**config.mk**
```make
export PLATFORM = sky130hd
export DESIGN_NAME = afpw_fifo
export DESIGN_NICKNAME = d
export VERILOG_FILES = /design/src/audio_frame_preemphasis_window_core_assert.svh /design/src/afpw_pkg.sv /design/src/afpw_fifo.sv
export SDC_FILE = /design/constraint.sdc
export NUM_CORES = 1
export LEC_CHECK = 0
export BUFFER_PORTS_ARGS = -buffer_cell sky130_fd_sc_hd__buf_2
export CORE_MARGIN = 2
export CORE_UTILIZATION = 35
export CTS_CLUSTER_DIAMETER = 100
export DETAILED_ROUTE_END_ITERATION = 8
export PLACE_DENSITY = 0.55
export SYNTH_ARGS = -nofsm -noshare
export SYNTH_HDL_FRONTEND = slang
export SYNTH_SLANG_ARGS = --single-unit
```
**constraint.sdc**
```tcl
create_clock -name clk -period 2.6 [get_ports clk]
set_input_delay 0.39 -clock clk [delete_from_list [all_inputs] [get_ports clk]]
set_output_delay 0.39 -clock clk [all_outputs]
set_load 0.05 [all_outputs]
```
**src/audio_frame_preemphasis_window_core_assert.svh**
```systemverilog
// Assertion macros for the audio frame pre-emphasis and window core.
// Used by the top level only; expects clk and rst in scope.
`ifndef AUDIO_FRAME_PREEMPHASIS_WINDOW_CORE_ASSERT_SVH
`define AUDIO_FRAME_PREEMPHASIS_WINDOW_CORE_ASSERT_SVH

// Same-cycle implication, disabled while reset is high.
`define AFPW_ASSERT_IMP(name, ante, cons) \
  name: assert property (@(posedge clk) disable iff (rst) (ante) |-> (cons)) \
    else $error("afpw: same-cycle check failed");

// Next-cycle implication, disabled while reset is high.
`define AFPW_ASSERT_NXT(name, ante, cons) \
  name: assert property (@(posedge clk) disable iff (rst) (ante) |=> (cons)) \
    else $error("afpw: next-cycle check failed");

`endif

```
**src/afpw_pkg.sv**
```systemverilog
// Shared types and constants for the audio frame pre-emphasis and window core.
// No dependencies; imported by every module of the block.
`timescale 1ns / 1ps
`default_nettype none

package afpw_pkg;

  localparam int RING_DEPTH = 512;
  localparam int RING_AW    = 9;
  localparam int LANES      = 8;
  localparam int LANE_AW    = 3;
  localparam int LEN_W      = 10;
  localparam int CNT_W      = 16;
  localparam int SAMPLE_W   = 16;
  localparam int COEF_W     = 16;
  localparam int VAL_W      = 18;
  localparam int GRP_W      = 6;

  localparam logic [LEN_W-1:0] MAX_LEN = LEN_W'(RING_DEPTH);

  // Input item kinds carried in tuser.
  localparam logic [1:0] ACT_SAMPLE  = 2'd0;
  localparam logic [1:0] ACT_WIN     = 2'd1;
  localparam logic [1:0] ACT_RESTART = 2'd2;

  // Configuration register indexes.
  localparam logic [2:0] REG_FRAME_LENGTH = 3'd0;
  localparam logic [2:0] REG_FFT_LENGTH   = 3'd1;
  localparam logic [2:0] REG_HOP_LENGTH   = 3'd2;
  localparam logic [2:0] REG_START_OFFSET = 3'd3;
  localparam logic [2:0] REG_FRAME_COUNT  = 3'd4;
  localparam logic [2:0] REG_PREEMPHASIS  = 3'd5;

  typedef struct packed {
    logic [LEN_W-1:0]    frame_length;
    logic [LEN_W-1:0]    fft_length;
    logic [LEN_W-1:0]    hop_length;
    logic [CNT_W-1:0]    start_offset;
    logic [CNT_W-1:0]    frame_count;
    logic [COEF_W-1:0]   preemphasis;
  } cfg_t;

  typedef struct packed {
    logic                en;
    logic [RING_AW-1:0]  addr;
    logic [15:0]         data;
  } mem_wr_t;

  typedef struct packed {
    logic [RING_AW-1:0]  start;
    logic [CNT_W-1:0]    frame_index;
  } job_t;

endpackage

`default_nettype wire

```
**src/afpw_fifo.sv**
```systemverilog
// Two-entry job queue between the intake front and the frame engine.
// Depends on afpw_pkg for the job type.
`timescale 1ns / 1ps
`default_nettype none

module afpw_fifo (
  input  wire logic          clk,
  input  wire logic          rst,
  input  wire logic          push,
  input  afpw_pkg::job_t     push_job,
  input  wire logic          pop,
  output afpw_pkg::job_t     head,
  output logic               not_empty,
  output logic [1:0]         level
);
  import afpw_pkg::*;

  job_t entry [2];
  logic rd_ptr;
  logic wr_ptr;

  assign head      = entry[rd_ptr];
  assign not_empty = (level != 2'd0);

  // Pointer and fill level update.
  always_ff @(posedge clk) begin
    if (rst) begin
      rd_ptr <= 1'b0;
      wr_ptr <= 1'b0;
      level  <= 2'd0;
    end else begin
      if (push) begin
        wr_ptr <= ~wr_ptr;
      end
      if (pop) begin
        rd_ptr <= ~rd_ptr;
      end
      case ({push, pop})
        2'b10:   level <= level + 2'd1;
        2'b01:   level <= level - 2'd1;
        default: level <= level;
      endcase
    end
  end

  // Entry storage.
  always_ff @(posedge clk) begin
    if (push) begin
      entry[wr_ptr] <= push_job;
    end
  end

endmodule

`default_nettype wire

```
==> impl_metrics.tcl, run 1 <==
set metrics [dict create \
    status "complete, no violations" \
    grt_overflow 0 \
    slowest_delay_ns 0.58 \
    start_util_pct 36.3 \
    ys_ff_latch 55 \
    hold_buffers 0 \
    drive_above_1_share_pct 55.8 \
    first_pass_iters 4 \
    path_cells "buf_4 > mux2_2 > buf_2" \
    fin_tns_setup_ns 0 \
    numPortBuffers 56 \
    cpMaxStageDelayCell "dfxtp_1" \
    power_per_cell_area_nw_per_um2 753 \
    dieArea_um2 6330 \
    totalWireLength_mm 3.37 \
    final_common_cell "buf_2" \
    skew_ns 0.00369 \
    max_freq_ghz 0.457 \
    fin_area_um2 2460 \
    hold_viol_final 0 \
    drv_cap 0 \
    swShare_pct 28.7 \
    cts-resized-gates 0 \
    die_h_um 79.6 \
    drc 0 \
    via_per_inst 4.43 \
    place_area_um2 2380 \
    peakVddDrop_mv 0.343 \
    dp_cells 227 \
    comb_power_share_pct 20.3 \
    numCtsBuffers 5 \
    rows 27 \
    synth_warnings 0 \
    pre_cts_ws_ns 0.709 \
    grt_usage_pct 10.9 \
    cp-end-kind "output pin" \
    cts_tree "yes" \
    final_cell_mix "buf_2, edfxtp_1, mux2_2, dfxtp_1, clkbuf_8" \
    p_int_mw 1.32 \
    drt.antenna.violating_nets 0 \
    clkPwrFrac_pct 23.1 \
    areaGrowthSynthToFinish_pct 22.9 \
    required_ns 2.21 \
    coreArea_um2 5510 \
    setup_viol 0 \
    finalCriticalPeriod_ns 2.19 \
    fillers 487 \
    path_clk_slew_ns 0.09 \
    p_seq_share_pct 56.6 \
    fin_nets 192 \
    switchingPower_mw 0.532 \
    io_pins 57 \
    startpoint_type "flip-flop" \
    gp_congestion 0.701 \
    hold_path_class "input port to flip-flop" \
    crit_arrival_ns 1.80 \
    worst_pin_slew_ns 0.404 \
    dp.final_hpwl_mm 2.32 \
    drt_iter0_drc 45 \
    grt_antenna_before_repair 0 \
    path_class "flip-flop to output pin" \
    period_share_pct 84.1 \
    syn_inst 99 \
    rsz0062_at_grt "false" \
    p_leak_nw 0.927 \
    grt_max_degree 26 \
    wl_per_cell_um 14.3 \
    seq_area_frac_synth_pct 80.1 \
    cts_setup_buffers 0 \
    clkSinkCount 55 \
    grt_pass1_vias 1064 \
    postSynthAreaPerCell_um2 20.2 \
    final_cells 235 \
    num_vias 1040 \
    synth.net_count 129 \
    ys_types 15 \
    layout_setup_ws_ns 0.412 \
    drv_slew 0 \
    num_antenna_cells 0 \
    finalPower_mw 1.85 \
    cts_root_buf "clkbuf_8" \
    relSlewSlack_pct 73.0 \
    worstSkewPairLatency_ns 0.29 \
    synthesis.area_um2 2000 \
    htreeDepth 2 \
    clock_tree.buffer_depth 2 \
    fp.dieW_um 79.6 \
    grt_pass1_wl_mm 5.12 \
    path_max_fanout 16 \
]
flip-flops by register name, indices dropped and copies added, names as in the netlist, named ones only:
signal,flops
entry,50
level,2
rd_ptr,1
wr_ptr,1
through the flow:
stage | hold slack (ns) | util, %
floorplan | 0.459 | -
global placement | 0.477 | 43.2
detailed placement | 0.492 | 43.2
CTS | 0.265 | 44.6
global route | 0.260 | 44.6
finish | 0.279 | 44.6
power by group through the flow:
stage / combinational, mW / sequential [mW] / clock (mW)
after floorplan: 0.274 / 1.08 / 0
after global placement: 0.376 / 1.07 / 0
after detailed placement: 0.379 / 1.07 / 0
after CTS: 0.380 / 1.05 / 0.449
after global routing: 0.396 / 1.05 / 0.478
final: 0.375 / 1.05 / 0.428
final cells by class:
cell class	instances	area, um2	share of cell area [%]
Sequential cell	55	1600	65.2
Multi-Input combinational cell	40	379	15.4
Timing Repair Buffer	59	303	12.3
Tap cell	72	90.1	3.67
Clock buffer	6	72.6	2.95
Clock inverter	2	7.51	0.305
Inverter	1	3.75	0.153
worst max-delay path: cells and delay by family (launching register included):
kind,cells,cell delay [ns]
flops,1,0.58
mux,1,0.38
buf+inv,2,0.55
cell families (layout without fill, tap and decap cells):
kind of cell	after synthesis	in the layout	share of synthesized area, %
xor gates and xnor gates	4	4	1.75
buffers and inverters	4	68	1.06
adders and majority gates	1	1	0.626
and+or+nand+nor	8	8	1.88
muxes	25	25	14.1
AOI/OAI and AO/OA	2	2	0.500
DFF	55	55	80.1
cells in the mapped netlist:
library cell / instances / area share (%)
xor2_1: 1 / 0.44
or3_1: 1 / 0.31
mux2_2: 25 / 14
nor2_1: 5 / 0.94
o21ai_0: 1 / 0.25
ha_1: 1 / 0.63
inv_1: 1 / 0.19
edfxtp_1: 50 / 75
buf_2: 2 / 0.50
or2_2: 1 / 0.31
buf_4: 1 / 0.38
a21oi_1: 1 / 0.25
dfxtp_1: 5 / 5.0
xnor2_1: 3 / 1.3
and2_1: 1 / 0.31
path summary, 6_finish.rpt:
check | start | endpoint | slack, ns | cells past startpoint
worst max-delay path | flip-flop | head[21] | 0.41 | 3
worst min-delay path | push_job[10] | entry[1][10] | 0.28 | 1
worst max register to register | wr_ptr | entry[1][3] | 1.42 | 2
worst min register to register | level[1] | level[1] | 0.51 | 2
per-layer routing:
metal	global-route usage [%]	part of all wire [%]	vias up
met5	0	0	-
met4	3.62	1.2	0
met2	17.9	48	43
met1	13.3	43	492
li1	-	-	499
met3	3.85	7.9	6
Note: power is estimated with default switching activity, not from simulation.
==> run 2, diff against run 1 <==
- clock period: 2.6 -> 2.25 ns (I/O delays scaled with it)
==> run 2 against run 1 <==
Net effect: final cell count up 0.85%; cell area up 0.97%; power up 17%; largest cell class unchanged; clock power up 20%; non-clock buffer count up 2; hold slack worse by 0.059 ns; die area unchanged.
==> impl_metrics.tcl, run 2 (same netlist as run 1, synthesis figures left out) <==
set metrics [dict create \
    io_pins 57 \
    p_leak_nw 0.938 \
    fin_nets 194 \
    cp-end-kind "output pin" \
    place_area_um2 2390 \
    hold_path_class "input port to flip-flop" \
    grt_max_degree 26 \
    path_clk_slew_ns 0.09 \
    areaGrowthSynthToFinish_pct 24.1 \
    coreArea_um2 5510 \
    clkSinkCount 55 \
    hold_buffers 0 \
    crit_arrival_ns 1.47 \
    final_common_cell "buf_2" \
    totalWireLength_mm 3.34 \
    dp.final_hpwl_mm 2.41 \
    drt_iter0_drc 46 \
    rsz0062_at_grt "false" \
    drc 0 \
    dr_wl_met2_mm 1.56 \
    start_util_pct 36.3 \
    met1Wirelength_mm 1.49 \
    clkPwrFrac_pct 23.8 \
    first_pass_iters 4 \
    worstSkewPairLatency_ns 0.30 \
    drt.antenna.violating_nets 0 \
    reg2reg_depth 2 \
    hold_viol_final 0 \
    path_max_fanout 16 \
    required_ns 1.91 \
    p_int_mw 1.53 \
    finalPower_mw 2.16 \
    skew_ns 0.00377 \
    setup_viol 0 \
    worst_pin_slew_ns 0.515 \
    endpoint "head[8]" \
    numCtsBuffers 5 \
    wl_per_cell_um 14.1 \
    regMostFlops "entry" \
    clock_tree.buffer_depth 2 \
    max_freq_ghz 0.554 \
    startpoint_type "flip-flop" \
    dp_cells 229 \
    wl_met3_um 244 \
    fp.dieW_um 79.6 \
    dieArea_um2 6330 \
    relSlewSlack_pct 65.6 \
    r2r-start "wr_ptr" \
    drive_above_1_share_pct 57.6 \
    fin_area_um2 2480 \
    cts-resized-gates 0 \
    fin_tns_setup_ns 0 \
    num_vias 1051 \
    top_layer "met4" \
    grt_overflow 0 \
    die_h_um 79.6 \
    htreeDepth 2 \
    cts_root_buf "clkbuf_8" \
    cts_tree "yes" \
    regToRegSetupSlack_ns 0.90 \
    numPortBuffers 56 \
    via_per_inst 4.43 \
    drv_cap 0 \
    grt_pass1_wl_mm 5.22 \
    final_cells 237 \
    largest_reg_flops 50 \
    swShare_pct 29.1 \
    final_cell_mix "buf_2, edfxtp_1, mux2_2" \
    grt_pass1_vias 1072 \
    path_class "flip-flop to output pin" \
    grt_antenna_before_repair 0 \
    peakVddDrop_mv 0.373 \
    utilization_pct 45.1 \
    gp_congestion 0.680 \
    comb_power_share_pct 20.5 \
    reg2reg_to "entry[0][17]" \
    status "complete, no violations" \
    grt_usage_pct 11.1 \
    power_per_cell_area_nw_per_um2 872 \
    num_antenna_cells 0 \
    drv_slew 0 \
    p_seq_share_pct 55.8 \
    cts_setup_buffers 0 \
    largestRegisters "entry x50, level x2" \
    switchingPower_mw 0.630 \
    finalCriticalPeriod_ns 1.80 \
    rows 27 \
    period_share_pct 80.2 \
]
-- run 2: changes by cell type in the layout (fill, tap and decap cells not counted), sizes merged --
cell      previous run  this run
clkbuf               6         5
buf                 59        61
clkinvlp             0         1
-- run 2: area by class of cell --
cell class / count / area, um2
timing repair buffer: 61 / 318
inverter: 1 / 3.75
clock buffer: 5 / 68.8
fill: 516 / 3030
tap: 72 / 90.1
sequential: 55 / 1600
multi-input combinational: 40 / 379
clock inverter: 3 / 20.0
-- run 2: how the worst min path moves through the flow --
stage                 startpoint            to  cells past startpoint
finish              push_job[22]  entry[1][22]                      1
global placement        level[1]      level[1]                      2
floorplan                    rst      level[1]                      1
CTS                 push_job[22]  entry[0][22]                      1
global route        push_job[22]  entry[1][22]                      1
detailed placement        rd_ptr     flip-flop                      2
-- run 2: metal layers --
layer  vias up  global-route usage (%)
li1        504                       -
met1       499                    13.7
met2        40                    17.6
met3         8                    4.41
met4         0                    4.14
met5         -                       0
-- run 2: worst max-delay path: stages (launching register included) --
cell and delay [ns]:
dfxtp_1 0.34, buf_4 0.24, mux2_2 0.37, buf_2 0.21
-- run 2: per-stage QoR --
step / worst slack, ns / hold WS (ns)
floorplan: 0.393 / 0.407
finish: 0.446 / 0.220
detailed placement: 0.688 / 0.502
global route: 0.367 / 0.192
CTS: 0.421 / 0.208
global placement: 0.762 / 0.480
-- run 2: power groups by stage --
stage          clock network (mW)  registers (mW)  logic, mW
6_report                    0.514            1.21      0.443
5_1_grt                     0.582            1.21      0.468
4_1_cts                     0.539            1.21      0.448
3_5_place_dp                    0            1.23      0.447
3_3_place_gp                    0            1.23      0.444
2_1_floorplan                   0            1.24      0.317
