## src/audio_frame_preemphasis_window_core_assert.svh

```systemverilog
// Assertion macros for the audio frame pre-emphasis and window core.
// Used by the top level only; expects clk and rst in scope.
`ifndef AUDIO_FRAME_PREEMPHASIS_WINDOW_CORE_ASSERT_SVH
`define AUDIO_FRAME_PREEMPHASIS_WINDOW_CORE_ASSERT_SVH

// Same-cycle implication, disabled while reset is high.
`define AFPW_ASSERT_IMP(name, ante, cons) \
  name: assert property (@(posedge clk) disable iff (rst) (ante) |-> (cons)) \
    else $error("afpw: same-cycle check failed");

// Next-cycle implication, disabled while reset is high.
`define AFPW_ASSERT_NXT(name, ante, cons) \
  name: assert property (@(posedge clk) disable iff (rst) (ante) |=> (cons)) \
    else $error("afpw: next-cycle check failed");

`endif

```

## src/afpw_pkg.sv

```systemverilog
// Shared types and constants for the audio frame pre-emphasis and window core.
// No dependencies; imported by every module of the block.
`timescale 1ns / 1ps
`default_nettype none

package afpw_pkg;

  localparam int RING_DEPTH = 512;
  localparam int RING_AW    = 9;
  localparam int LANES      = 8;
  localparam int LANE_AW    = 3;
  localparam int LEN_W      = 10;
  localparam int CNT_W      = 16;
  localparam int SAMPLE_W   = 16;
  localparam int COEF_W     = 16;
  localparam int VAL_W      = 18;
  localparam int GRP_W      = 6;

  localparam logic [LEN_W-1:0] MAX_LEN = LEN_W'(RING_DEPTH);

  // Input item kinds carried in tuser.
  localparam logic [1:0] ACT_SAMPLE  = 2'd0;
  localparam logic [1:0] ACT_WIN     = 2'd1;
  localparam logic [1:0] ACT_RESTART = 2'd2;

  // Configuration register indexes.
  localparam logic [2:0] REG_FRAME_LENGTH = 3'd0;
  localparam logic [2:0] REG_FFT_LENGTH   = 3'd1;
  localparam logic [2:0] REG_HOP_LENGTH   = 3'd2;
  localparam logic [2:0] REG_START_OFFSET = 3'd3;
  localparam logic [2:0] REG_FRAME_COUNT  = 3'd4;
  localparam logic [2:0] REG_PREEMPHASIS  = 3'd5;

  typedef struct packed {
    logic [LEN_W-1:0]    frame_length;
    logic [LEN_W-1:0]    fft_length;
    logic [LEN_W-1:0]    hop_length;
    logic [CNT_W-1:0]    start_offset;
    logic [CNT_W-1:0]    frame_count;
    logic [COEF_W-1:0]   preemphasis;
  } cfg_t;

  typedef struct packed {
    logic                en;
    logic [RING_AW-1:0]  addr;
    logic [15:0]         data;
  } mem_wr_t;

  typedef struct packed {
    logic [RING_AW-1:0]  start;
    logic [CNT_W-1:0]    frame_index;
  } job_t;

endpackage

`default_nettype wire

```

## src/afpw_front.sv

```systemverilog
// Intake front: configuration registers, stream counters and frame trigger.
// Depends on afpw_pkg; feeds memory writes and frame jobs to the back end.
`timescale 1ns / 1ps
`default_nettype none

module afpw_front (
  input  wire logic              clk,
  input  wire logic              rst,
  input  wire logic              s_tvalid,
  output logic                   s_tready,
  input  wire logic [47:0]       s_tdata,   // sample, win_index, win_coeff
  input  wire logic [1:0]        s_tuser,   // action
  input  wire logic              cfg_we,
  input  wire logic [2:0]        cfg_index,
  input  wire logic [15:0]       cfg_data,
  input  wire logic              room,
  output afpw_pkg::cfg_t         regs,
  output afpw_pkg::mem_wr_t      ring_wr,
  output afpw_pkg::mem_wr_t      win_wr,
  output logic                   job_push,
  output afpw_pkg::job_t         job
);
  import afpw_pkg::*;

  logic [31:0]      seen, seen_next;
  logic [CNT_W-1:0] done, done_next;
  logic [LEN_W-1:0] cd, cd_next;

  logic             accept;
  logic [31:0]      acc;
  logic [31:0]      n;
  logic [31:0]      fl32;
  logic [LEN_W-1:0] hop_eff;
  logic             geo_ok;
  logic             fire;

  assign s_tready = room;
  assign accept   = s_tvalid && room;
  assign acc      = seen - {16'd0, regs.start_offset};
  assign n        = acc + 32'd1;
  assign fl32     = {22'd0, regs.frame_length};
  assign hop_eff  = (regs.hop_length == '0) ? LEN_W'(1) : regs.hop_length;
  assign geo_ok   = (regs.frame_length <= MAX_LEN) && (regs.frame_length <= regs.fft_length)
                    && (regs.fft_length <= MAX_LEN);

  assign job.start       = acc[RING_AW-1:0] + RING_AW'(1) - regs.frame_length[RING_AW-1:0];
  assign job.frame_index = done;

  // Item decode, counter updates and frame trigger.
  always_comb begin
    seen_next    = seen;
    done_next    = done;
    cd_next      = cd;
    fire         = 1'b0;
    job_push     = 1'b0;
    ring_wr.en   = 1'b0;
    ring_wr.addr = acc[RING_AW-1:0];
    ring_wr.data = s_tdata[15:0];
    win_wr.en    = 1'b0;
    win_wr.addr  = s_tdata[24:16];
    win_wr.data  = s_tdata[40:25];
    if (accept) begin
      case (s_tuser)
        ACT_WIN: begin
          win_wr.en = 1'b1;
        end
        ACT_RESTART: begin
          seen_next = '0;
          done_next = '0;
          cd_next   = '0;
        end
        ACT_SAMPLE: begin
          if (seen != 32'hFFFF_FFFF) begin
            seen_next = seen + 32'd1;
            if (seen >= {16'd0, regs.start_offset}) begin
              ring_wr.en = 1'b1;
              if ((regs.frame_length != '0) && (n >= fl32)) begin
                if ((n == fl32) || (cd <= LEN_W'(1))) begin
                  fire    = 1'b1;
                  cd_next = hop_eff;
                end else begin
                  cd_next = cd - LEN_W'(1);
                end
              end
              if (fire && (done < regs.frame_count) && geo_ok) begin
                job_push  = 1'b1;
                done_next = done + CNT_W'(1);
              end
            end
          end
        end
        default: begin
        end
      endcase
    end
  end

  // Configuration registers and stream counters.
  always_ff @(posedge clk) begin
    if (rst) begin
      regs.frame_length <= LEN_W'(400);
      regs.fft_length   <= LEN_W'(512);
      regs.hop_length   <= LEN_W'(160);
      regs.start_offset <= '0;
      regs.frame_count  <= '0;
      regs.preemphasis  <= COEF_W'(31785);
      seen              <= '0;
      done              <= '0;
      cd                <= '0;
    end else begin
      seen <= seen_next;
      done <= done_next;
      cd   <= cd_next;
      if (cfg_we) begin
        case (cfg_index)
          REG_FRAME_LENGTH: regs.frame_length <= cfg_data[LEN_W-1:0];
          REG_FFT_LENGTH:   regs.fft_length   <= cfg_data[LEN_W-1:0];
          REG_HOP_LENGTH:   regs.hop_length   <= cfg_data[LEN_W-1:0];
          REG_START_OFFSET: regs.start_offset <= cfg_data;
          REG_FRAME_COUNT:  regs.frame_count  <= cfg_data;
          REG_PREEMPHASIS:  regs.preemphasis  <= cfg_data;
          default: begin
          end
        endcase
      end
    end
  end

endmodule

`default_nettype wire

```

## config.mk

```make
export PLATFORM = sky130hd
export DESIGN_NAME = afpw_front
export DESIGN_NICKNAME = d
export VERILOG_FILES = /design/src/audio_frame_preemphasis_window_core_assert.svh /design/src/afpw_pkg.sv /design/src/afpw_front.sv
export SDC_FILE = /design/constraint.sdc
export NUM_CORES = 1
export LEC_CHECK = 0
export ABC_CLOCK_PERIOD_IN_PS = 5900
export BUFFER_PORTS_ARGS = -buffer_cell sky130_fd_sc_hd__buf_2
export CAP_MARGIN = 20
export CORE_MARGIN = 2
export CORE_UTILIZATION = 55
export CTS_CLUSTER_SIZE = 28
export DETAILED_ROUTE_END_ITERATION = 7
export PLACE_DENSITY_LB_ADDON = 0.1
export SYNTH_ARGS = -nofsm -noshare
export SYNTH_HDL_FRONTEND = slang
export SYNTH_SLANG_ARGS = --single-unit
```

## constraint.sdc

```tcl
create_clock -name clk -period 5.9 [get_ports clk]
set_input_delay 0.59 -clock clk [delete_from_list [all_inputs] [get_ports clk]]
set_output_delay 0.59 -clock clk [all_outputs]
set_load 0.01 [all_outputs]
```

==> results.py, run 1 <==
metrics = {
    "outcome": {
        "status": "completed",
    },
    "yosys": {
        "yosysWarnings": 0,
        "ys.flop_type": "dfxtp_1",
        "seq_area_frac_synth_pct": 27.4,
        "synth_compound_area_share_pct": 18.0,
        "synth_nets": 1474,
        "synth_simple_gate_area_share_pct": 28.5,
        "synth_top_family_by_area": "simple AND/OR/NAND/NOR gates",
        "synth_xor_area_share_pct": 6.48,
        "synthMuxAreaShare_pct": 1.72,
        "postSynthCellCount": 1327,
        "synthAdderAreaFrac_pct": 9.33,
        "yosysUniqueCellTypes": 70,
        "syn-cell-area_sq_um": 9950,
        "syn_avg_cell_area_sq_um": 7.49,
        "async_flop_share_pct": 0,
        "synth_seq_cells": 136,
        "synth-edff-count": 0,
    },
    "setup_path": {
        "slowest_stage": "or4_1",
        "crit_family": "compound AO/OA/AOI/OAI gates",
        "cp.depth": 19,
        "rr_startpoint": "seen[0]$_SDFFE_PP0P_",
        "worstPathArrival_ns": 5.16,
        "crit_path_cell_trace": "inv_2 -> ha_2 -> inv_1 -> fa_2 -> a211oi_1 -> nor3_1 -> o21ai_1 -> buf_4 -> nand3_1 -> xor2_1 -> or4_1 -> a2111o_1 -> a2111o_1 -> a211oi_2 -> nand4_1 -> nor3b_4 -> buf_4 -> a21boi_1 -> buf_2",
        "r2r-end": "done[15]$_SDFFE_PP0P_",
        "start_kind": "flip-flop",
        "path_buf_inv": 5,
        "critPathMaxStageDelay_ns": 0.54,
        "r2r_slack_ns": 0.39,
        "crit_fanout": 6,
        "reg2regPathDepth": 18,
        "end_kind": "primary output",
        "worstSetupPathType": "reg2out",
        "cp.required_ns": 5.31,
    },
    "clocking": {
        "numCtsBuffers": 17,
        "clockRootBuffer": "clkbuf_16",
        "clock-sinks": 136,
        "path_clk_slew_ns": 0.06,
        "cts_max_path_buffers": 2,
        "cts_max_level": 4,
        "tritoncts": "done",
        "hold_buffers": 0,
        "insertion_delay_ns": 0.43,
    },
    "drt": {
        "route.detailed.drc": 0,
        "via_per_inst": 5.93,
        "drtIter0Drc": 827,
        "antenna_left": 0,
        "num_vias": 9827,
        "dr.pass1.iters": 5,
        "routed_wl_um": 29300,
        "wl_per_cell_um": 17.7,
    },
    "sta": {
        "worst_slew_pin_slew_ns": 0.934,
        "setup-violations-final": 0,
        "period_minus_slack_ns": 5.75,
        "drv_slew": 0,
        "fmax_mhz": 174,
        "setup-tns-final_ns": 0,
        "relSlewSlack_pct": 37.7,
        "fin_skew_ns": 0.0141,
        "fin_ws_ns": 0.151,
        "period_share_pct": 97.4,
        "hold_viol": 0,
    },
    "layout": {
        "multi_input_area_sq_um": 6520,
        "drive_gt1_share_pct": 17.2,
        "n_fill_cell": 1621,
        "diodes": 0,
        "fin_cells": 1657,
        "seq_area_sq_um": 2720,
        "final_cell_mix": "207 x nand2_1, 141 x buf_2, 135 x dfxtp_1",
        "area_growth_pct": 14.1,
        "final_common_cell": "nand2_1",
        "fin_nets": 1563,
        "final_util_pct": 63.6,
    },
    "power_and_ir_drop": {
        "total_power_uw": 2550,
        "ir_worst_vdd_mv": 0.198,
        "power.density_nw_per_um2": 225,
        "p_leak_uw": 0.00488,
    },
    "placement": {
        "pre_cts_ws_ns": 0.312,
        "dp_hpwl_um": 22000,
        "io_buffers": 141,
        "dp.cells": 1617,
        "gp_congestion": 0.939,
    },
    "grt": {
        "grt_max_degree": 92,
        "grt_pass1_wl_um": 46800,
        "antenna_found_initial": 0,
        "overflow": 0,
        "grtUsageTotal_pct": 29.9,
        "grt_pass1_vias": 8964,
    },
    "hold_path": {
        "hold_class": "in2reg",
        "min_to": "regs[10]$_SDFFE_PP1P_",
        "min_delay_path_depth": 3,
        "hp-start": "cfg_data[10]",
    },
    "floorplan": {
        "die_area_sq_um": 19200,
        "rows": 49,
        "core-area_sq_um": 17800,
        "io_pins": 231,
        "die_w_um": 138,
        "die_h_um": 138,
        "start_util_pct": 55.7,
    },
    "job": {
        "maxCapViolations": 0,
    },
}
per-layer routing:
metal / share of wire (%) / track usage [%] / wire [um] / up-vias
met5: 0 / 0 / 0 / -
met4: 2.5 / 9.02 / 719 / 0
met3: 7.7 / 7.52 / 2250 / 51
met2: 45 / 45.8 / 13100 / 352
met1: 45 / 41.8 / 13200 / 4602
li1: - / - / - / 4822
worst register-to-register path, stage by stage (launching register included):
cell       delay [ns]
dfxtp_1          0.33
inv_2            0.07
ha_2             0.17
inv_1            0.06
fa_2             0.41
a21o_1           0.21
a221oi_4         0.38
buf_6            0.18
o21ai_0          0.15
xor2_1           0.26
nand3_1          0.22
or4b_2           0.73
a2111oi_0        0.34
o2bb2ai_1        0.17
nor4_1           0.43
a31oi_2          0.19
o21a_1           0.41
or4_1            0.57
a21oi_1          0.16
cell usage after synthesis (all sizes together), types with 6 or more instances:
cell	count	share of area, %
nand3	38	1.9
o211a	6	0.60
and3	22	1.4
nor4	18	1.3
and2	12	0.75
nor3	29	1.5
o211ai	7	0.53
nand4	28	1.8
a21oi	131	6.6
clkbuf	52	2.0
a211oi	11	0.83
nand2	207	7.8
nand2b	11	0.69
a211o	7	0.62
o31ai	11	0.83
and4	7	0.62
nor2b	10	0.63
xnor2	32	2.8
or3	29	1.9
xor2	39	3.4
inv	79	3.0
nand3b	18	1.4
nor2	91	3.4
ha	71	8.9
or4	23	1.8
buf	48	3.7
o21a	9	0.68
a21o	17	1.3
mux2i	16	1.6
dfxtp	136	27
o21ai	49	2.5
cells by family after synthesis:
kind of cell / count (synthesis)
xor+xnor: 72
fa+ha+maj: 73
simple gates: 564
buf+inv: 179
flops: 136
mux: 17
compound gates: 286
area by class of cell:
type	count	share of cell area [%]
Clock inverter	11	1.30
Sequential cell	136	24.0
Clock buffer	20	3.85
Multi-Input combinational cell	1012	57.4
Tap cell	229	2.52
Timing Repair Buffer	170	8.28
Inverter	79	2.61
worst max path at each step:
stage / to / slack, ns / startpoint
floorplan: done[15]$_SDFFE_PP0P_ / 0.81 / regs[32]$_SDFFE_PP0P_
global placement: job_push / 0.45 / regs[47]$_SDFFE_PP0P_
detailed placement: job_push / 0.31 / seen[0]$_SDFFE_PP0P_
CTS: job_push / 0.02 / seen[0]$_SDFFE_PP0P_
global route: job_push / -0.03 / seen[0]$_SDFFE_PP0P_
finish: job_push / 0.15 / seen[0]$_SDFFE_PP0P_
through the flow:
| step | cell area (sq um) | hold WS, ns |
|---|---|---|
| global route | 11400 | 0.438 |
| global placement | 10500 | 0.439 |
| floorplan | 9950 | 0.444 |
| CTS | 11200 | 0.415 |
| finish | 11400 | 0.432 |
| detailed placement | 10500 | 0.449 |
flip-flops by register name, summed over array words and instances (netlist names):
signal	cells
regs	78
seen	32
done	16
cd	10
power breakdown:
group	switching [uW]	total, uW	internal [uW]
sequential	13.8	946	932
clock	413	1080	664
combinational	316	528	211
what timing repair did:
item	4_1_cts	5_1_grt
pin swaps	5	12
buffers inserted	2	7
cloned	0	0
resized for setup	5	31
endpoints found under the setup margin	1	2
No activity file was read; power rests on OpenSTA's default activity.
==> run 2, diff against run 1 <==
ABC_CLOCK_PERIOD_IN_PS = 5200   (was 5900)
CORE_MARGIN = 3   (was 2)
CORE_UTILIZATION = 50   (was 55)
clock period = 5.2 ns   (was 5.9 ns; I/O delays follow)
==> run 2 against run 1 <==
Effect of this change: the flow now finishes with violations (setup timing); routed wire length increased by 4.7%; non-clock buffer count increased by 61; utilization decreased by 0.57 points; highest routed layer unchanged; clock power increased by 14%; setup slack got worse by 0.23 ns; clock skew decreased by 0.0031 ns; power increased by 17%; sequential share of layout area decreased by 1.4 points; first-iteration DRC count decreased by 18%.
==> results.py, run 2 (synthesis gave the netlist of run 1 again) <==
metrics = {
    "outcome": {
        "status": "complete, but fails checks",
        "violations": "setup timing",
    },
    "layout": {
        "finish.instance_area_sq_um": 12100,
        "n_fill_cell": 1759,
        "final_cell_mix": "207 x nand2_1, 141 x buf_2, 134 x dfxtp_1",
        "area_growth_pct": 21.4,
        "final_common_cell": "nand2_1",
        "largest-register": "regs",
        "reg_top3": "regs (78), seen (32), done (16)",
        "drive_gt1_share_pct": 22.6,
        "largest_reg_flops": 78,
        "diodes": 0,
        "fin_nets": 1624,
    },
    "hold_path": {
        "hold_class": "in2reg",
        "hp-start": "cfg_data[10]",
        "min_delay_path_depth": 3,
    },
    "sta": {
        "fmax_mhz": 190,
        "drv_slew": 0,
        "period_minus_slack_ns": 5.28,
        "hold_viol": 0,
        "setup-tns-final_ns": -0.0766,
        "period_share_pct": 101,
        "worst_slew_pin_slew_ns": 0.772,
        "fin_ws_ns": -0.0766,
        "relSlewSlack_pct": 48.6,
        "rsz0062_at_grt": "yes",
        "setup-violations-final": 1,
        "fin_skew_ns": 0.0109,
    },
    "power_and_ir_drop": {
        "power.density_nw_per_um2": 247,
        "p_leak_uw": 0.00525,
        "ir_worst_vdd_mv": 0.206,
        "total_power_uw": 2980,
    },
    "grt": {
        "met1_usage_pct": 37.0,
        "overflow": 0,
        "grtUsageTotal_pct": 27.4,
        "met3_usage_pct": 6.69,
        "grt_pass1_vias": 9537,
        "grt_pass1_wl_um": 48500,
        "grt.busiest_layer": "met2",
        "antenna_found_initial": 0,
        "grt_max_degree": 56,
        "use_met2_pct": 43.9,
    },
    "setup_path": {
        "rr_startpoint": "seen[0]$_SDFFE_PP0P_",
        "start_kind": "flip-flop",
        "reg2regPathDepth": 20,
        "slowest_stage": "or4_4",
        "worstPathArrival_ns": 4.76,
        "cp.required_ns": 4.68,
        "end_kind": "primary output",
        "crit_path_cell_trace": "inv_2 -> ha_4 -> inv_2 -> fa_2 -> a21o_4 -> a221oi_4 -> buf_6 -> xnor2_2 -> nand4_1 -> nor4_4 -> nand2_1 -> or4_4 -> a2111o_1 -> a211oi_2 -> nand4_1 -> nor3b_4 -> a21boi_2 -> buf_2",
        "path_buf_inv": 4,
        "cp.depth": 18,
        "crit_family": "simple AND/OR/NAND/NOR gates",
        "critPathMaxStageDelay_ns": 0.55,
        "crit_fanout": 6,
        "startpoint": "seen[0]$_SDFFE_PP0P_",
        "worstSetupPathType": "reg2out",
    },
    "clocking": {
        "clockRootBuffer": "clkbuf_16",
        "insertion_delay_ns": 0.43,
        "tritoncts": "done",
        "hold_buffers": 0,
        "cts_max_level": 4,
        "clock-sinks": 136,
        "cts_max_path_buffers": 2,
        "path_clk_slew_ns": 0.07,
        "numCtsBuffers": 17,
    },
    "floorplan": {
        "rows": 50,
        "core-area_sq_um": 19100,
        "io_pins": 231,
        "die_area_sq_um": 21600,
        "die_h_um": 147,
        "die_w_um": 147,
        "start_util_pct": 52.0,
    },
    "drt": {
        "routed_wl_um": 30700,
        "drtIter0Drc": 676,
        "dr.pass1.iters": 5,
        "num_vias": 10100,
        "antenna_left": 0,
        "route.detailed.drc": 0,
        "wl_per_cell_um": 17.5,
        "via_per_inst": 5.76,
    },
    "placement": {
        "io_buffers": 141,
        "dpl-instance-area_sq_um": 11000,
        "gp_congestion": 0.951,
        "dp_hpwl_um": 23100,
    },
    "job": {
        "maxCapViolations": 0,
    },
}
## run 2: cell count changes in the layout (fill, tap and decap cells not counted), sizes merged
| cell | previous run | this run |
|---|---|---|
| buf | 170 | 231 |
| clkinv | 4 | 5 |
| inv | 82 | 84 |
| clkinvlp | 1 | 2 |
| clkbuf | 20 | 18 |
| bufinv | 3 | 2 |
## run 2: metal layers
layer,wire (um),part of all wire [%]
met2,14000,46
met4,615,2.0
met3,2350,7.7
met1,13700,45
met5,0,0
## run 2: cell type report
type                            count  area [sq um]  area share (%)
Inverter                           79           297            2.46
Timing Repair Buffer              231          1410            11.7
Multi-Input combinational cell   1012          6720            55.7
Sequential cell                   136          2730            22.6
Clock buffer                       18           429            3.56
Tap cell                          260           325            2.69
Clock inverter                     14           166            1.38
## run 2: worst paths after layout
kind,end,slack [ns]
worst min register to register,regs[4]$_SDFFE_PP0P_,0.46
worst min-delay path,regs[10]$_SDFFE_PP1P_,0.35
worst max-delay path,job_push,-0.08
worst max register to register,done[12]$_SDFFE_PP0P_,0.19
## run 2: worst min-delay path, cell delays in order
cell and delay (ns):
buf_2 0.11, nand2_1 0.05, nand3b_1 0.07
## run 2: through the flow
stage	util [%]	std cells	setup slack [ns]	hold slack (ns)
floorplan	-	1327	0.110	0.444
global placement	57.6	1707	0.0756	0.439
detailed placement	57.6	1707	0.00799	0.447
CTS	61.6	1745	-0.155	0.342
global route	63.1	1750	-0.219	0.358
finish	63.1	1750	-0.0766	0.353
## run 2: what timing repair did
item / 4_1_cts / 5_1_grt
gates resized for setup: 30 / 57
setup buffers: 6 / 6
endpoints found under the setup margin: 2 / 27
pin swaps: 12 / 24
## run 2: where the power goes
| part | switching [uW] | internal, uW |
|---|---|---|
| Sequential | 14.9 | 1060 |
| Combinational | 384 | 299 |
| Clock | 509 | 720 |
| Total | 907 | 2080 |
==> run 3, diff against run 2 <==
ABC_AREA = 1   (was unset)
CORE_UTILIZATION = 51   (was 50)
==> run 3 against run 2 <==
Effect of this change: the flow now finishes without violations; fmax grew 8.2%; design area shrank 1.5%; die area grew 5.5%; sequential share of layout area grew 0.32 points; non-clock buffer count shrank 86; hold slack lost 0.0058 ns; first-iteration DRC count grew 25%; global-route usage shrank 0.11 points; register-to-register slack gained 0.62 ns.
==> results.py, run 3 <==
metrics = {
    "outcome": {
        "status": "completed",
    },
    "yosys": {
        "async_flop_share_pct": 0,
        "yosysUniqueCellTypes": 45,
        "yosys-top-cells-count": "431 x nand2_1, 243 x inv_1, 174 x nor2_1",
        "synth-edff-count": 0,
        "seq_area_frac_synth_pct": 25.4,
        "synth_nets": 1868,
        "ys.flop_type": "dfxtp_1",
        "synth_top_cell_by_area": "dfxtp_1",
        "syn_avg_cell_area_sq_um": 6.23,
        "yosysWarnings": 0,
        "netlist.area_leader.share_pct": 25.4,
        "syn-cell-area_sq_um": 10700,
        "yosysMostFrequentCell": "nand2_1",
        "synth_seq_cells": 136,
        "synth_area_leaders": "dfxtp_1 25%, nand2_1 15%, inv_1 8.5%",
        "postSynthCellCount": 1721,
    },
    "floorplan": {
        "die_w_um": 151,
        "io_pins": 231,
        "rows": 52,
        "core-area_sq_um": 20400,
        "start_util_pct": 52.5,
        "die_area_sq_um": 22800,
        "die_h_um": 151,
    },
    "clocking": {
        "insertion_delay_ns": 0.43,
        "cts_max_level": 4,
        "clock-sinks": 136,
        "cts.repair.resized": 0,
        "path_clk_slew_ns": 0.07,
        "clockRootBuffer": "clkbuf_16",
        "tritoncts": "done",
        "cts_max_path_buffers": 2,
        "hold_buffers": 0,
        "numCtsBuffers": 17,
        "post-cts-setup-buffers": 0,
    },
    "drt": {
        "num_vias": 11000,
        "drtIter0Drc": 842,
        "routed_wl_um": 31100,
        "route.detailed.drc": 0,
        "wl_per_cell_um": 14.9,
        "antenna_left": 0,
        "via_per_inst": 5.24,
        "dr.pass1.iters": 6,
    },
    "setup_path": {
        "critPathMaxStageDelay_ns": 0.43,
        "r2r_slack_ns": 0.81,
        "worstSetupPathType": "reg2out",
        "start_kind": "flip-flop",
        "slowest_stage": "fa_1",
        "crit_path_cell_trace": "inv_1 -> ha_1 -> inv_1 -> fa_1 -> nand2_1 -> nand2_1 -> nand2_1 -> inv_1 -> nand2_1 -> nand2_2 -> nor2_4 -> nand3_1 -> xor2_1 -> ha_1 -> nand4_1 -> nor4_1 -> nand2_1 -> nand3b_1 -> inv_1 -> a21oi_2 -> nand3_2 -> nor2_1 -> buf_2",
        "worstPathArrival_ns": 4.36,
        "cp.required_ns": 4.68,
        "path_buf_inv": 5,
        "crit_family": "simple AND/OR/NAND/NOR gates",
        "end_kind": "primary output",
        "crit_top_cell": "nand2_1",
        "crit_fanout": 4,
    },
    "sta": {
        "worst_slew_pin_slew_ns": 1.02,
        "hold_viol": 0,
        "setup-tns-final_ns": 0,
        "drv_slew": 0,
        "period_share_pct": 93.8,
        "relSlewSlack_pct": 31.6,
        "rsz0062_at_grt": "no",
        "fmax_mhz": 205,
        "period_minus_slack_ns": 4.88,
        "fin_skew_ns": 0.0135,
        "setup-violations-final": 0,
    },
    "power_and_ir_drop": {
        "p_leak_uw": 0.00591,
        "power.density_nw_per_um2": 268,
        "ir_worst_vdd_mv": 0.232,
    },
    "hold_path": {
        "hold_class": "in2reg",
    },
    "layout": {
        "fin_cells": 2092,
        "final_common_cell": "nand2_1",
        "final_cell_mix": "430 x nand2_1, 243 x inv_1, 173 x nor2_1",
        "largest-register": "regs",
        "area_growth_pct": 10.9,
        "finish.instance_area_sq_um": 11900,
        "reg_top3": "regs (78), seen (32), done (16)",
        "largest_reg_flops": 78,
        "drive_gt1_share_pct": 14.5,
        "fin_nets": 1956,
        "diodes": 0,
    },
    "placement": {
        "dp_hpwl_um": 24700,
        "dp.cells": 2060,
        "gp_congestion": 0.928,
        "dpl-instance-area_sq_um": 11300,
        "io_buffers": 141,
    },
    "grt": {
        "grt_max_degree": 79,
        "antenna_found_initial": 0,
        "overflow": 0,
        "grtUsageTotal_pct": 27.3,
        "grt_pass1_wl_um": 49400,
        "grt_pass1_vias": 9704,
    },
    "job": {
        "maxCapViolations": 0,
    },
}
-- run 3: final timing paths --
kind                         start  cells past startpoint                     to
min                   cfg_data[10]                      3  regs[10]$_SDFFE_PP1P_
max           seen[0]$_SDFFE_PP0P_                     23               job_push
max reg2reg   seen[0]$_SDFFE_PP0P_                     25  done[13]$_SDFFE_PP0P_
min reg2reg  regs[11]$_SDFFE_PP1P_                      2  regs[11]$_SDFFE_PP1P_
-- run 3: cell type report --
class                   instances  area (sq um)
clock inverters                15           130
repair buffers                145           736
inverters                     261           980
multi-input cells            1248          6560
fillers                      2050          8540
flip-flops and latches        136          2720
well taps                     270           338
clock buffers                  17           425
-- run 3: through the flow --
step	hold WS, ns	utilization [%]	setup slack, ns	total power (uW)
2_1_floorplan	0.444	-	1.33	1820
3_3_place_gp	0.433	55.4	0.682	2030
3_5_place_dp	0.443	55.4	0.637	2050
4_1_cts	0.341	58.1	0.169	3200
5_1_grt	0.361	58.2	0.0182	3390
6_report	0.348	58.2	0.325	3190
-- run 3: per-layer routing --
metal / vias up / global-route usage, % / wire length (um)
met4: 0 / 7.52 / 599
met3: 37 / 3.95 / 1780
li1: 5705 / - / -
met1: 4942 / 38.1 / 14600
met5: - / 0 / 0
met2: 286 / 44.2 / 14100
-- run 3: report_power, final --
part / internal, uW / switching (uW) / leakage (uW)
Sequential: 1070 / 22.6 / 0.00110
Clock: 629 / 530 / 0.000275
Combinational: 315 / 627 / 0.00453
-- run 3: tightest hold or removal path: cells and delay by family --
kind                   cells  cell delay, ns
buffers and inverters      1            0.11
AND/OR/NAND/NOR            2            0.11
-- run 3: logic make-up after synthesis --
| kind of cell | synth area share (%) |
|---|---|
| AND/OR/NAND/NOR | 36.5 |
| buffers and inverters | 13.6 |
| flip-flops | 25.4 |
| adder cells (fa/ha/maj) | 8.66 |
| XOR/XNOR | 2.94 |
| AO/OA/AOI/OAI | 12.9 |
